==> config.mk <==
export PLATFORM = sky130hd
export DESIGN_NAME = mmsn_jobq
export DESIGN_NICKNAME = d
export VERILOG_FILES = /design/src/mmsn_jobq.sv
export SDC_FILE = /design/constraint.sdc
export NUM_CORES = 1
export LEC_CHECK = 0
export BUFFER_PORTS_ARGS = -buffer_cell sky130_fd_sc_hd__buf_2
export CORE_ASPECT_RATIO = 0.8
export CORE_UTILIZATION = 40
export CTS_CLUSTER_SIZE = 30
export DETAILED_ROUTE_END_ITERATION = 8
export GPL_TIMING_DRIVEN = 0
export PLACE_DENSITY = 0.69
export SKIP_LAST_GASP = 1
export SYNTH_ARGS = -nofsm -noshare
export SYNTH_HDL_FRONTEND = slang
export SYNTH_SLANG_ARGS = --single-unit
==> constraint.sdc <==
create_clock -name clk -period 6.17 [get_ports clk]
set_clock_uncertainty 0.15 [all_clocks]
set_input_delay 0.9255 -clock clk [delete_from_list [all_inputs] [get_ports clk]]
set_output_delay 0.9255 -clock clk [all_outputs]
set_load 0.03 [all_outputs]
==> src/mmsn_jobq.sv <==
// Two-deep queue of finished sets between front and back end.
// Depends on nothing but its parameters.
module mmsn_jobq #(
    parameter int SCORE_BITS = 32,
    parameter int CNT_W      = 7
) (
    input  logic                         clk,
    input  logic                         rst_n,
    input  logic                         push,
    output logic                         full,
    input  logic                         in_bank,
    input  logic [CNT_W-1:0]             in_count,
    input  logic signed [SCORE_BITS-1:0] in_min,
    input  logic signed [SCORE_BITS-1:0] in_max,
    input  logic                         in_hig,
    input  logic                         pop,
    output logic                         empty,
    output logic                         out_bank,
    output logic [CNT_W-1:0]             out_count,
    output logic signed [SCORE_BITS-1:0] out_min,
    output logic signed [SCORE_BITS-1:0] out_max,
    output logic                         out_hig
);
    logic                         bank_q  [2];
    logic [CNT_W-1:0]             count_q [2];
    logic signed [SCORE_BITS-1:0] min_q   [2];
    logic signed [SCORE_BITS-1:0] max_q   [2];
    logic                         hig_q   [2];

    logic       wr_ptr_reg;
    logic       rd_ptr_reg;
    logic [1:0] fill_reg;
    logic       do_push;
    logic       do_pop;

    assign full    = fill_reg == 2'd2;
    assign empty   = fill_reg == 2'd0;
    assign do_push = push && !full;
    assign do_pop  = pop && !empty;

    assign out_bank  = bank_q[rd_ptr_reg];
    assign out_count = count_q[rd_ptr_reg];
    assign out_min   = min_q[rd_ptr_reg];
    assign out_max   = max_q[rd_ptr_reg];
    assign out_hig   = hig_q[rd_ptr_reg];

    always_ff @(posedge clk)
    begin
        if (do_push)
        begin
            bank_q[wr_ptr_reg]  <= in_bank;
            count_q[wr_ptr_reg] <= in_count;
            min_q[wr_ptr_reg]   <= in_min;
            max_q[wr_ptr_reg]   <= in_max;
            hig_q[wr_ptr_reg]   <= in_hig;
        end
    end

    always_ff @(posedge clk or negedge rst_n)
    begin
        if (!rst_n)
        begin
            wr_ptr_reg <= 1'b0;
            rd_ptr_reg <= 1'b0;
            fill_reg   <= 2'd0;
        end
        else
        begin
            if (do_push)
            begin
                wr_ptr_reg <= !wr_ptr_reg;
            end
            if (do_pop)
            begin
                rd_ptr_reg <= !rd_ptr_reg;
            end
            fill_reg <= fill_reg + 2'(do_push) - 2'(do_pop);
        end
    end

endmodule

# --- Word level (Yosys, flattened, before mapping) ---
# Memory sizes are Yosys's and may differ from the RTL's.
# Index checks and enable logic that the tools add are counted.
totals:
  ff_bits: 4
  latchBits: 0
  ramBits: 146
  romBits: 0
  input_bits: 77
  out_inout_bits: 75
  word_cells: 20
  n_memories: 5
mem_list:
  columns: ["memory", "depth", "word_bits", "rd", "rd_clocked_by_memory_dff", "wr", "line_no", "text"]
  rows:
  - ["max_q", 2, 32, 1, 0, 1, "27", "logic signed [SCORE_BITS-1:0] max_q [2];"]
  - ["min_q", 2, 32, 1, 0, 1, "26", "logic signed [SCORE_BITS-1:0] min_q [2];"]
  - ["count_q", 2, 7, 1, 0, 1, "25", "logic [CNT_W-1:0] count_q [2];"]
  - ["bank_q", 2, 1, 1, 0, 1, "24", "logic bank_q [2];"]
  - ["hig_q", 2, 1, 1, 0, 1, "28", "logic hig_q [2];"]
op_classes:
  n_addsub: 2
  multipliers: 0
  div_mod_pow: 0
  magnitude_cmp: 0
  n_eq_ne: 1
  shift: 0
  n_mux: 2
  bitwise_logic: 0
  n_reduce_logical: 7
ops:
  columns: ["op", "n"]
  rows:
  - ["$logic_not 1->1", 4]
  - ["$add 2x1->2", 1]
  - ["$eq 2x2->1 const B", 1]
  - ["$logic_and 1x1->1", 2]
  - ["$logic_not 2->1", 1]
  - ["$mux 1", 2]
  - ["$sub 2x1->2", 1]

# --- Longest topological paths before layout ---
logic_depth:
  depth_word: 5
  mapped_depth: 7
  mapped_depth_nobuf: 7

# --- Worst setup path after synthesis ---
# OpenSTA, ideal clock, no wires.
synth_path:
  path_kind: "input -> register"
  startpoint: "input push"
  endpoint: "memory bank_q[0], enable pin"
  setup_ps: 505
  arrival_time_ps: 4067
  t_required_ps: 5515
  path_slack_ps: 1448
  cell_stages: 2
  path_buffers: 0
  cell_sequence: "nand2_1 > nor2_1"
synth_between:
  elab_chain_len: 3
synth_rtl:
  columns: ["item", "line_no", "text"]
  rows:
  - ["start, declared", "9", "input logic push,"]
  - ["$logic_and 1x1->1", "38", "assign do_push = push && !full;"]
  - ["$mux 1", "49", "if (do_push)"]
  - ["$mux 1 (implied by the code)", "51", "bank_q[wr_ptr_reg] <= in_bank;"]
  - ["end, declared", "24", null]
# Every way passes these cells.

# --- Worst setup path in the final report ---
layout_path:
  startpoint: "register rd_ptr_reg"
  endpoint: "output out_max[10]"
layout_between:
  elab_chain_len: 1
layout_rtl:
  columns: ["item", "line_no", "text"]
  rows:
  - ["start, declared", "31", "logic rd_ptr_reg;"]
  - ["start signal, assigned", "75", "rd_ptr_reg <= !rd_ptr_reg;"]
  - ["$mem_v2 2x32", null, null]
  - ["end, declared", "21", "output logic signed [SCORE_BITS-1:0] out_max,"]
# Every way passes these cells.

==> flow_metrics.env <==
export IMPL_maxSlewViolCount=0
export IMPL_overflow=0
export IMPL_wl_per_cell_um=15.76
export IMPL_fmax_mhz=364.4
export IMPL_n_fill_cell=1106
export IMPL_rsz0062_at_grt="false"
export IMPL_maxCapViolCount=0
export IMPL_place_congestion=0.7323
export IMPL_grt_pass1_wl_um=14330
export IMPL_r2r_end="max_q[1][17]$_DFFE_PP_"
export IMPL_cts_made_buffers=17
export IMPL_track_usage_pct=13.64
export IMPL_synth_nets=324
export IMPL_netlist_area_um2=5713
export IMPL_grt_busiest_layer="met2"
export IMPL_outcome="completed"
export IMPL_cp_arrival_ps=1670
export IMPL_clock_latency_ps=420
export IMPL_synthCells=245
export IMPL_swShare_pct=34.68
export IMPL_cts_root_buf="clkbuf_16"
export IMPL_end_kind="output port"
export IMPL_setup_viol=0
export IMPL_wirelength_um=9613
export IMPL_cts_hold_buf=0
export IMPL_fin_crit_sh_pct=44.48
export IMPL_mostFrequentLayoutCell="buf_2"
export IMPL_hpwl_um=6544
export IMPL_grt_pass1_vias=2885
export IMPL_drtIter0Drc=114
export IMPL_numPortBuffers=151
export IMPL_dieHeight_um=108.9
export IMPL_hp_class="in2async"
export IMPL_p_int_w=0.002489
export IMPL_post_cts_buffers=0
export IMPL_place_area_um2=6766
export IMPL_r2r_start="fill_reg[1]$_DFF_PN0_"
export IMPL_grt_start_max_net_pins=43
export IMPL_comb_power_share_pct=39.1
export IMPL_coreArea_um2=13740
export IMPL_r2r_setup_slack_ps=4310
export IMPL_design_area_um2=7266
export IMPL_seq_power_share_pct=38.1
export IMPL_vias_per_cell=4.589
export IMPL_fin_ws_ps=3426
export IMPL_cts_tree="built"
export IMPL_top_level_ports=152
export IMPL_synth_distinct_cells=15
export IMPL_cts_repair_resized=0
export IMPL_yosysSeqAreaShare_pct=78.49
export IMPL_grtUsageMet2_pct=20.95
export IMPL_worstPathMaxFanout=10
export IMPL_total_power_w=0.003810
export IMPL_grt_util_met1_pct=16.08
export IMPL_ant_nets=0
export IMPL_clkSinkCount=150
export IMPL_drive_gt1_share_pct=60.93
export IMPL_cts_buffer_depth=2
export IMPL_hold_viol=0
export IMPL_area_growth_pct=27.18
export IMPL_required_ps=5090
export IMPL_layout_common_cells="152 x buf_2, 146 x edfxtp_1, 60 x mux2_4, 17 x clkbuf_16, 13 x mux2_2"
export IMPL_utilization_pct=52.88
export IMPL_yosysWarningCount=0
export IMPL_nNetsFinal=497
export IMPL_die_area_um2=14770
export IMPL_worstSetupPathType="reg2out"
export IMPL_power_density_nw_per_um2=524.3
export IMPL_whs_ps=153.4
export IMPL_die_w_um=135.6
export IMPL_antenna_found_initial=0
export IMPL_syn_avg_cell_area_um2=23.32
export IMPL_dr_pass1_iters=4
export IMPL_synth_seq_cells=150
export IMPL_clkTransAtPathRegs_ps=60
export IMPL_largest_registers="max_q (64), min_q (64), count_q (14)"
export IMPL_cts_htree_levels=4
export IMPL_clkPwrFrac_pct=22.8
export IMPL_ff2ff_path_depth=3
export IMPL_fin_crit_ps=2744
export IMPL_vdd_drop_max_mv=0.2784
export IMPL_gr_usage_met3_pct=6.602
export IMPL_leakagePower_nw=2.908
export IMPL_worst_pin_slew_ps=481.0
export IMPL_p_sw_w=0.001321
export IMPL_place_ws_ps=3822
export IMPL_antenna_cells=0
export IMPL_start_util_pct=41.58
export IMPL_rows=38
export IMPL_via_count=2799
export IMPL_slew_headroom_pct=67.93
export IMPL_cp_start_kind="flop"
export IMPL_drc=0
==> final cells by class <==
class | count | area, um2 | area share (%)
buffer | 8 | 83.83 | 1.154
clock buffer | 20 | 436.7 | 6.010
clock inverter | 11 | 62.56 | 0.8610
inverter | 2 | 7.507 | 0.1033
multi-input combinational | 85 | 1150 | 15.83
sequential | 150 | 4484 | 61.72
tap | 180 | 225.2 | 3.100
timing repair buffer | 154 | 815.8 | 11.23
==> cells by family (layout without fill, tap and decap cells) <==
group / count (synthesis) / count (layout) / share of synthesized area [%]
adder cells (fa/ha/maj): 2 / 2 / 0.4380
flip-flops: 150 / 150 / 78.49
multiplexers: 73 / 73 / 18.33
XOR/XNOR: 4 / 4 / 0.6133
AND/OR/NAND/NOR: 6 / 6 / 0.5258
buffers and inverters: 10 / 195 / 1.599
==> worst max-delay path: stages (launching register included) <==
cell and delay (ps):
dfrtp_1 350, buf_6 190, buf_6 200, mux2_4 320, buf_2 180
==> cell usage after synthesis (all sizes together) <==
master,count,area [um2]
mux2,73,1047
ha,2,25.02
and3,1,6.260
nand2,1,3.750
dfrtp,4,100.1
xnor2,3,26.28
nor2,2,7.510
nand2b,1,6.260
inv,2,7.510
edfxtp,146,4384
nor2b,1,6.260
buf,8,83.83
xor2,1,8.760
==> layer usage <==
metal / vias up / routed length [um]
met2: 114 / 4570
li1: 1313 / -
met4: 0 / 105
met3: 9 / 894
met5: - / 0
met1: 1363 / 4043
==> metrics by stage <==
stage	TNS [ps]	cells
after global placement	-19220	576
after CTS	0	610
after floorplan	0	245
after detailed placement	0	579
after global routing	0	610
final	0	610
==> power groups by stage <==
stage,Sequential (W),Combinational (W),Clock (W)
after detailed placement,0.00147,0.00151,0
after global placement,0.00150,0.00146,0
after global routing,0.00147,0.00158,0.000934
final,0.00145,0.00149,0.000870
after CTS,0.00145,0.00151,0.000900
after floorplan,0.00148,0.00113,0
==> how the worst max path moves through the flow <==
| stage | from | endpoint | slack [ps] |
|---|---|---|---|
| 6_report | rd_ptr_reg$_DFFE_PN0P_ | out_max[10] | 3430 |
| 5_1_grt | rd_ptr_reg$_DFFE_PN0P_ | out_count[5] | 3340 |
| 4_1_cts | rd_ptr_reg$_DFFE_PN0P_ | out_max[10] | 3390 |
| 3_5_place_dp | push | min_q[1][9]$_DFFE_PP_ | 3820 |
| 3_3_place_gp | push | min_q[0][7]$_DFFE_PP_ | -270 |
| 2_1_floorplan | push | bank_q[0]$_DFFE_PP_ | 1450 |
(Power assumes the default switching activity.)
