### config.mk
export PLATFORM = sky130hd
export DESIGN_NAME = mmsn_front
export DESIGN_NICKNAME = d
export VERILOG_FILES = /design/src/mmsn_pkg.sv /design/src/mmsn_front.sv
export SDC_FILE = /design/constraint.sdc
export NUM_CORES = 1
export LEC_CHECK = 0
export ABC_AREA = 1
export BUFFER_PORTS_ARGS = -buffer_cell sky130_fd_sc_hd__buf_2
export CAP_MARGIN = 40
export CORE_MARGIN = 8
export CORE_UTILIZATION = 55
export DETAILED_ROUTE_END_ITERATION = 10
export PLACE_DENSITY = 0.88
export SLEW_MARGIN = 20
export SYNTH_ARGS = -nofsm -noshare
export SYNTH_HDL_FRONTEND = slang
export SYNTH_SLANG_ARGS = --single-unit
export TNS_END_PERCENT = 20
### constraint.sdc
create_clock -name clk -period 2.75 [get_ports clk]
set_input_delay 0.1375 -clock clk [delete_from_list [all_inputs] [get_ports clk]]
set_output_delay 0.1375 -clock clk [all_outputs]
set_load 0.03 [all_outputs]
### src/mmsn_pkg.sv
// Shared types and constants of the min/max score normalizer.
// Depends on nothing; mmsn_front, mmsn_back and the top level import it.
package mmsn_pkg;

    localparam int DEF_MAX_ENTRIES = 64;
    localparam int DEF_SCORE_BITS  = 32;

    localparam int SAMPLE_BITS    = 32;
    localparam int INDEX_BITS     = 6;
    localparam int NORM_BITS      = 17;
    localparam int DIV_STEPS      = 17;
    localparam int STEP_BITS      = 5;

    // 1.0 in unsigned Q1.16
    localparam logic [NORM_BITS-1:0] FRAC_ONE = NORM_BITS'(65536);

    typedef struct packed {
        logic signed [SAMPLE_BITS-1:0] sample_value;
        logic                          mark_worst;
        logic                          end_of_set;
    } in_item_t;

    typedef struct packed {
        logic [INDEX_BITS-1:0] entry_index;
        logic [NORM_BITS-1:0]  normalized_score;
        logic                  last_result;
    } out_item_t;

    // Back end tells the front end that a store bank has been emitted.
    typedef struct packed {
        logic valid;
        logic bank;
    } done_t;

endpackage

### src/mmsn_front.sv
// Front end: takes input words, writes the score store, tracks min/max.
// Depends on mmsn_pkg; feeds mmsn_jobq and the store inside mmsn_back.
module mmsn_front #(
    parameter int MAX_ENTRIES = mmsn_pkg::DEF_MAX_ENTRIES,
    parameter int SCORE_BITS  = mmsn_pkg::DEF_SCORE_BITS,
    parameter int IDX_W       = $clog2(MAX_ENTRIES),
    parameter int CNT_W       = $clog2(MAX_ENTRIES + 1)
) (
    input  logic                         clk,
    input  logic                         rst_n,
    input  logic                         push,
    output logic                         full,
    input  mmsn_pkg::in_item_t           item,
    input  logic                         high_is_good,
    // store write port
    output logic                         wr_en,
    output logic [IDX_W:0]               wr_addr,
    output logic [SCORE_BITS:0]          wr_data,
    // job handoff
    output logic                         job_push,
    input  logic                         job_full,
    output logic                         job_bank,
    output logic [CNT_W-1:0]             job_count,
    output logic signed [SCORE_BITS-1:0] job_min,
    output logic signed [SCORE_BITS-1:0] job_max,
    output logic                         job_hig,
    input  mmsn_pkg::done_t              done
);
    import mmsn_pkg::*;

    localparam int WIDE_W = (SCORE_BITS > SAMPLE_BITS) ? SCORE_BITS : SAMPLE_BITS;
    localparam logic signed [SCORE_BITS-1:0] SCORE_MAX = {1'b0, {(SCORE_BITS-1){1'b1}}};
    localparam logic signed [SCORE_BITS-1:0] SCORE_MIN = {1'b1, {(SCORE_BITS-1){1'b0}}};

    logic                         bank_reg,  bank_next;
    logic [1:0]                   busy_reg,  busy_next;
    logic [CNT_W-1:0]             count_reg, count_next;
    logic signed [SCORE_BITS-1:0] min_reg,   min_next;
    logic signed [SCORE_BITS-1:0] max_reg,   max_next;

    logic                         accept;
    logic                         room;
    logic signed [WIDE_W-1:0]     wide;
    logic signed [WIDE_W-1:0]     sat;
    logic signed [SCORE_BITS-1:0] score;
    logic                         inf;
    logic                         track;
    logic signed [SCORE_BITS-1:0] min_upd;
    logic signed [SCORE_BITS-1:0] max_upd;

    // saturate the 32-bit sample into the score range
    assign wide  = WIDE_W'(item.sample_value);
    assign sat   = (wide > WIDE_W'(SCORE_MAX)) ? WIDE_W'(SCORE_MAX) :
                   (wide < WIDE_W'(SCORE_MIN)) ? WIDE_W'(SCORE_MIN) : wide;
    assign score = item.mark_worst ? '0 : sat[SCORE_BITS-1:0];
    assign inf   = item.mark_worst && !high_is_good;
    assign track = !inf;

    assign min_upd = (track && score <= min_reg) ? score : min_reg;
    assign max_upd = (track && score >= max_reg) ? score : max_reg;

    assign full   = busy_reg[bank_reg] || job_full;
    assign accept = push && !full;
    assign room   = count_reg < CNT_W'(MAX_ENTRIES);

    assign wr_en   = accept && room;
    assign wr_addr = {bank_reg, count_reg[IDX_W-1:0]};
    assign wr_data = {inf, score};

    assign job_push  = accept && item.end_of_set;
    assign job_bank  = bank_reg;
    assign job_count = room ? count_reg + CNT_W'(1) : count_reg;
    assign job_min   = room ? min_upd : min_reg;
    assign job_max   = room ? max_upd : max_reg;
    assign job_hig   = high_is_good;

    always_comb
    begin
        bank_next  = bank_reg;
        busy_next  = busy_reg;
        count_next = count_reg;
        min_next   = min_reg;
        max_next   = max_reg;
        if (done.valid)
        begin
            busy_next[done.bank] = 1'b0;
        end
        if (accept)
        begin
            if (item.end_of_set)
            begin
                // hand the bank over and start a fresh set in the other one
                busy_next[bank_reg] = 1'b1;
                bank_next  = !bank_reg;
                count_next = '0;
                min_next   = SCORE_MAX;
                max_next   = SCORE_MIN;
            end
            else if (room)
            begin
                count_next = count_reg + CNT_W'(1);
                min_next   = min_upd;
                max_next   = max_upd;
            end
        end
    end

    always_ff @(posedge clk or negedge rst_n)
    begin
        if (!rst_n)
        begin
            bank_reg  <= 1'b0;
            busy_reg  <= '0;
            count_reg <= '0;
            min_reg   <= SCORE_MAX;
            max_reg   <= SCORE_MIN;
        end
        else
        begin
            bank_reg  <= bank_next;
            busy_reg  <= busy_next;
            count_reg <= count_next;
            min_reg   <= min_next;
            max_reg   <= max_next;
        end
    end

endmodule

# Word level (Yosys, flattened, before mapping)

Index checks and enable logic that the tools add are counted.

Add/sub/neg operators: 1
Magnitude comparators: 9
Muxes and demuxes: 20
Bitwise operators: 3
Reduce and logical (&&, ||, !) cells: 14

Operator list:

| operator                                                              | count |
|---|---|
| 32-bit 2-to-1 mux                                                     | 9 |
| 32-bit greater-or-equal comparator                                    | 1 |
| 32-bit greater-than comparator (second input constant)                | 1 |
| 32-bit less-or-equal comparator                                       | 1 |
| 32-bit < comparator (second input constant)                           | 1 |
| 7-bit 2-to-1 mux                                                      | 2 |
| 1-bit logical AND                                                     | 8 |
| 7-bit by 1-bit adder with 7-bit output (second input constant)        | 1 |
| 7-bit < comparator (second input constant)                            | 1 |
| 2-bit 2-to-1 mux                                                      | 3 |
| 1-bit logical NOT                                                     | 4 |
| 1-bit by 2-bit < comparator with 1-bit output (second input constant) | 2 |
| 1-bit 2-to-1 mux                                                      | 4 |
| 2-bit bitwise AND                                                     | 1 |
| 1-bit demux with 1-bit select                                         | 2 |
| 1-bit greater-or-equal comparator (second input constant)             | 2 |
| 2-bit NOT                                                             | 1 |
| 2-bit bitwise OR                                                      | 1 |
| 2-bit AND reduction                                                   | 1 |
| 1-bit logical OR                                                      | 1 |

Bits in registers: 74
Input bits: 41
Output and inout port bits: 116
Word-level logic and storage cells: 52

# Depth between registers and ports, before layout

Depth after elaboration: 10
Gate-level depth with buffers: 23
Mapped depth without buffers: 21

# Least setup slack after synthesis

No wires, ideal clock.

Path kind: in2out
Start point: in item[1] in the netlist's numbering
End point: out job_max[10]
Data arrival time: 2,471 ps
Required time: 2,612 ps
Setup slack: 141 ps
Stages: 15
Buffers on the path: 2
Cell sequence: inv_1 -> buf_1 -> nand2_1 -> inv_1 -> ha_1 -> a21oi_1 -> o21a_1 -> nand2_1 -> a21oi_1 -> nand3_1 -> nand3_2 -> nand2_1 -> buf_2 -> nand2_1 -> and2_1

Word-level cells in the longest chain between the ends: 5
Elaborated cells on any way between the ends: 7
Classes of those cells: 1 x order compare; 3 x mux; 3 x reduce/logical

RTL lines:

| element                            | RTL line         | text |
|---|---|---|
| start: declaration                 | mmsn_front.sv:13 | `input mmsn_pkg::in_item_t item,` |
| 32-bit 2-to-1 mux                  | mmsn_front.sv:55 | `assign score = item.mark_worst ? '0 : sat[SCORE_BITS-1:0];` |
| via wr_data[31]                    | mmsn_front.sv:18 | `output logic [SCORE_BITS:0] wr_data,` |
| 32-bit greater-or-equal comparator | mmsn_front.sv:60 | `assign max_upd = (track && score >= max_reg) ? score : max_reg;` |
| 1-bit logical AND                  | mmsn_front.sv:60 |  |
| 32-bit 2-to-1 mux                  | mmsn_front.sv:60 |  |
| 32-bit 2-to-1 mux                  | --               |  |
| end: declaration                   | mmsn_front.sv:25 | `output logic signed [SCORE_BITS-1:0] job_max,` |

The timed path passes the listed nets, and every way through them passes these cells.

# Worst setup path after layout

Start point: reg min_reg[23]
End point: out job_min[4]

Word-level cells in the longest chain between the ends: 4

RTL lines:

| element                         | RTL line          | text |
|---|---|---|
| start: declaration              | mmsn_front.sv:38  | `logic signed [SCORE_BITS-1:0] min_reg, min_next;` |
| start signal: assignment        | mmsn_front.sv:123 | `min_reg <= min_next;` |
| 32-bit less-or-equal comparator | mmsn_front.sv:59  | `assign min_upd = (track && score <= min_reg) ? score : min_reg;` |
| 1-bit logical AND               | mmsn_front.sv:59  |  |
| 32-bit 2-to-1 mux               | mmsn_front.sv:59  |  |
| 32-bit 2-to-1 mux               | --                |  |
| end: declaration                | mmsn_front.sv:24  | `output logic signed [SCORE_BITS-1:0] job_min,` |

Every way passes these cells.

==> reports/results.txt <==
The number of warning messages in the yosys log was 0; the static leakage was 0.004838 uW. The library cells used most frequently in the layout, excluding fill and tap cells, are 231 x sky130_fd_sc_hd__nand2_1, 143 x sky130_fd_sc_hd__inv_1, 125 x sky130_fd_sc_hd__nand3_1. The net count of the finished layout is 1201. Detailed placement ended at an HPWL of 13.70 mm. The number of register bits inferred by synthesis was 74; the clock transition at the registers of the reported paths was 90 ps. The footprint of the multi-input gates was 0.003986 sq mm. The path class of the tightest hold or removal check is in2reg. Using the TritonRoute via totals, the vias-per-cell ratio works out to 5.523. STA classifies the critical path endpoint as a primary output.

The number of instances in the synthesized netlist was 918; the wire length reported by the detailed router was 20.90 mm. The initial antenna violation count was 0. The H-tree level count was 3; the share of the yosys chip area belonging to registers was 30.64%.

TritonCTS built the clock tree. The endpoint with the worst hold slack was busy_reg[0]. For this block, the via count after detailed routing is 6849. The starting utilization of the core area was 56.71%; the residual overflow from global routing was 0. The flow ran to the end, but the final reports show violations. Worst hold path startpoint: done[0]. The netlist uses 31 different library cells.

The DRC violations left was 0; the final antenna-violating net count was 0. The final critical delay including setup and external delays came out at 2905 ps. The kind of critical path was reg2out.

The height of the die was 122.0 microns. In this run the core area contains 38 standard-cell rows. Clock tree synthesis selected as its root buffer the cell sky130_fd_sc_hd__clkbuf_8. The detailed-routing iteration count for the pre-antenna-repair pass was 5; the wire length of the first global-routing pass was 31.38 mm. VDD sags by at most 961.1 uV. Startpoint kind of the worst setup timing path: a flop. During placement, the flow inserted port buffers numbering 156.

The diode insertion count for antenna repair came out at 0. The run gives 0.01487 sq mm as the area enclosed by the die boundary. Once placement completed, the tool counted placed cells totaling 1202. The run gives 157 as the I/O pin total. Worst slew slack as a fraction of its limit: 67.31%.

The post-route clock period utilization was 105.6%; the violation count after the first detailed-route iteration was 537. The clock tree skew after final layout is 14.24 ps, and the number of nets produced by synthesis is 1024. The final-report max-slew violation count was 0; the final worst setup slack was -155.1 ps. The most used flip-flop cell after synthesis is sky130_fd_sc_hd__dfrtp_1. Counting instances, the worst hold path has a depth of 3.

The area of the core region came out at 0.01089 sq mm. The synthesis-to-layout area growth works out to 38.26%. In this run the critical register-to-register path is captured at min_reg[3].

The via count of the first global-routing pass was 6576. Dividing the detail-routed wire length by the instance count gives 16.86 microns. The tools report the insertion delay to the later sink of the worst-skew pair as 350 ps. In this run the mean area of a mapped cell was 6.726 sq um. The proportion of layout cells with a drive suffix above 1 came out at 34.36%. The final count of hold timing violations was 0. The startpoint of the lowest-slack register-to-register path was min_reg[23].

STA puts the critical path data arrival time at 2770 ps. For the pin with the worst max-slew slack, the measured transition is 489.8 ps. Across all register-to-register paths, the minimum setup slack is 180 ps. Counting flops with a built-in enable in the synthesized netlist gives 0. The worst register-to-register path has a depth of 17. The congestion estimate from routability-driven global placement came to 0.8733. The logs give 25.84% for the all-layer global routing usage and 707 for the layout filler cell count.

Setup repair after global routing could not meet its margin everywhere. The area of the mapped netlist came out at 0.006175 sq mm. The most frequent standard cell in the layout excluding fill and tap cells was sky130_fd_sc_hd__nand2_1.

The area taken by flip-flops and latches was 0.001892 sq mm. Entering global routing, the biggest net connects 67 pins. At the worst endpoint, the required time is 2610 ps.

For the maximum achievable frequency, the log shows 344.2 MHz. The largest fanout on the critical path is 12, and the max-cap violation count is 0. Of all flip-flops after synthesis, the portion carrying an async set or reset was 100.0%. For this run, the number of standard cells in the final layout without fillers is 1240.

After layout, the design draws a total of 11920 uW. The clock passes through at most 2 buffers. Clock tree synthesis inserted a total of 9 buffers. The checks that failed: negative setup slack.

The total power per unit cell area was 1396 mW/mm^2; the final setup violation count was 45. The number of sinks driven by the clock tree was 74; the width of the die was 122.0 microns.
[cells by family after synthesis]
family	count (synthesis)	share of synthesized area, %
AND/OR/NAND/NOR	485	34.59
buffers and inverters	207	13.88
AO/OA/AOI/OAI	82	7.011
flip-flops	74	30.64
adder cells (fa/ha/maj)	65	13.17
XOR/XNOR	5	0.7092
[power by group]
group,internal [uW],switching (uW),leakage [uW]
Clock,585,429,0.000119
Sequential,1730,278,0.000898
Combinational,3310,5580,0.00382
Total,5630,6280,0.00484
[synthesized netlist by cell type, types with 5 or more instances]
cell                       instances  share of area (%)
sky130_fd_sc_hd__a21oi_1          28                2.3
sky130_fd_sc_hd__dfstp_2          32                 14
sky130_fd_sc_hd__inv_1           161                9.8
sky130_fd_sc_hd__buf_2            10               0.81
sky130_fd_sc_hd__nand2_1         279                 17
sky130_fd_sc_hd__and2_1           32                3.2
sky130_fd_sc_hd__buf_4            11                1.3
sky130_fd_sc_hd__nand4_1           6               0.61
sky130_fd_sc_hd__clkbuf_1         15               0.91
sky130_fd_sc_hd__nand3_1         135                 11
sky130_fd_sc_hd__dfrtp_1          42                 17
sky130_fd_sc_hd__o21ai_0          46                3.7
sky130_fd_sc_hd__nor2_1           24                1.5
sky130_fd_sc_hd__ha_1             65                 13
sky130_fd_sc_hd__buf_1             5               0.30
[per-stage QoR]
step	area [sq um]	TNS [ps]	utilization, %	setup slack [ps]	hold WS, ps
final	8537	-4325	78.41	-155.1	56.14
after global routing	8537	-17530	78.41	-372.7	83.61
after CTS	8094	-3134	74.34	-158.9	36.32
after detailed placement	7277	0	66.84	1.316	107.5
after global placement	7249	0	66.58	69.19	346.9
after floorplan	6175	0	-	141.5	-158.1
[critical path: stages, from the launching register on]
cell	delay (ps)
sky130_fd_sc_hd__dfstp_2	560
sky130_fd_sc_hd__inv_2	50
sky130_fd_sc_hd__ha_4	280
sky130_fd_sc_hd__nand2_4	60
sky130_fd_sc_hd__nor2_4	80
sky130_fd_sc_hd__nand4_1	150
sky130_fd_sc_hd__nor3b_2	220
sky130_fd_sc_hd__nand2_1	90
sky130_fd_sc_hd__nand2_1	100
sky130_fd_sc_hd__nand2_2	70
sky130_fd_sc_hd__nand3_4	130
sky130_fd_sc_hd__buf_6	130
sky130_fd_sc_hd__buf_12	140
sky130_fd_sc_hd__nand3_2	110
sky130_fd_sc_hd__nand2_2	120
sky130_fd_sc_hd__buf_6	130
[layer usage]
layer / global-route usage, % / part of all wire, % / vias to the layer above
met3: 4.627 / 7.7 / 67
met1: 30.86 / 40 / 3200
met2: 45.64 / 49 / 344
met5: 0 / 0 / -
li1: - / - / 3238
met4: 8.867 / 3.4 / 0
[cell type report]
| cell class | instances | share of cell area [%] |
|---|---|---|
| repair buffers | 211 | 19.19 |
| inverters | 162 | 7.123 |
| clock inverters | 4 | 0.8501 |
| clock buffers | 12 | 1.935 |
| well taps | 140 | 2.052 |
| multi-input cells | 637 | 46.69 |
| flip-flops and latches | 74 | 22.16 |
[how the worst max path moves through the flow]
stage / from / to / cells past startpoint / slack [ps]
floorplan: item[1] / job_max[10] / 15 / 140
global placement: item[1] / job_min[15] / 19 / 70
detailed placement: item[1] / job_min[15] / 19 / 1
CTS: min_reg[23] / job_min[31] / 15 / -160
global route: min_reg[3] / job_min[4] / 19 / -370
finish: min_reg[23] / job_min[4] / 15 / -160
[what timing repair did]
item                                    in CTS  in global routing
hold buffers                                 1                  0
gates resized for setup                    133                 87
cloned                                       2                  0
buffers inserted                             7                 13
endpoints found under the setup margin      64                 68
hold endpoints to repair                    13                  0
pin swaps                                   16                 25
Power figures use the tool's default switching activity.
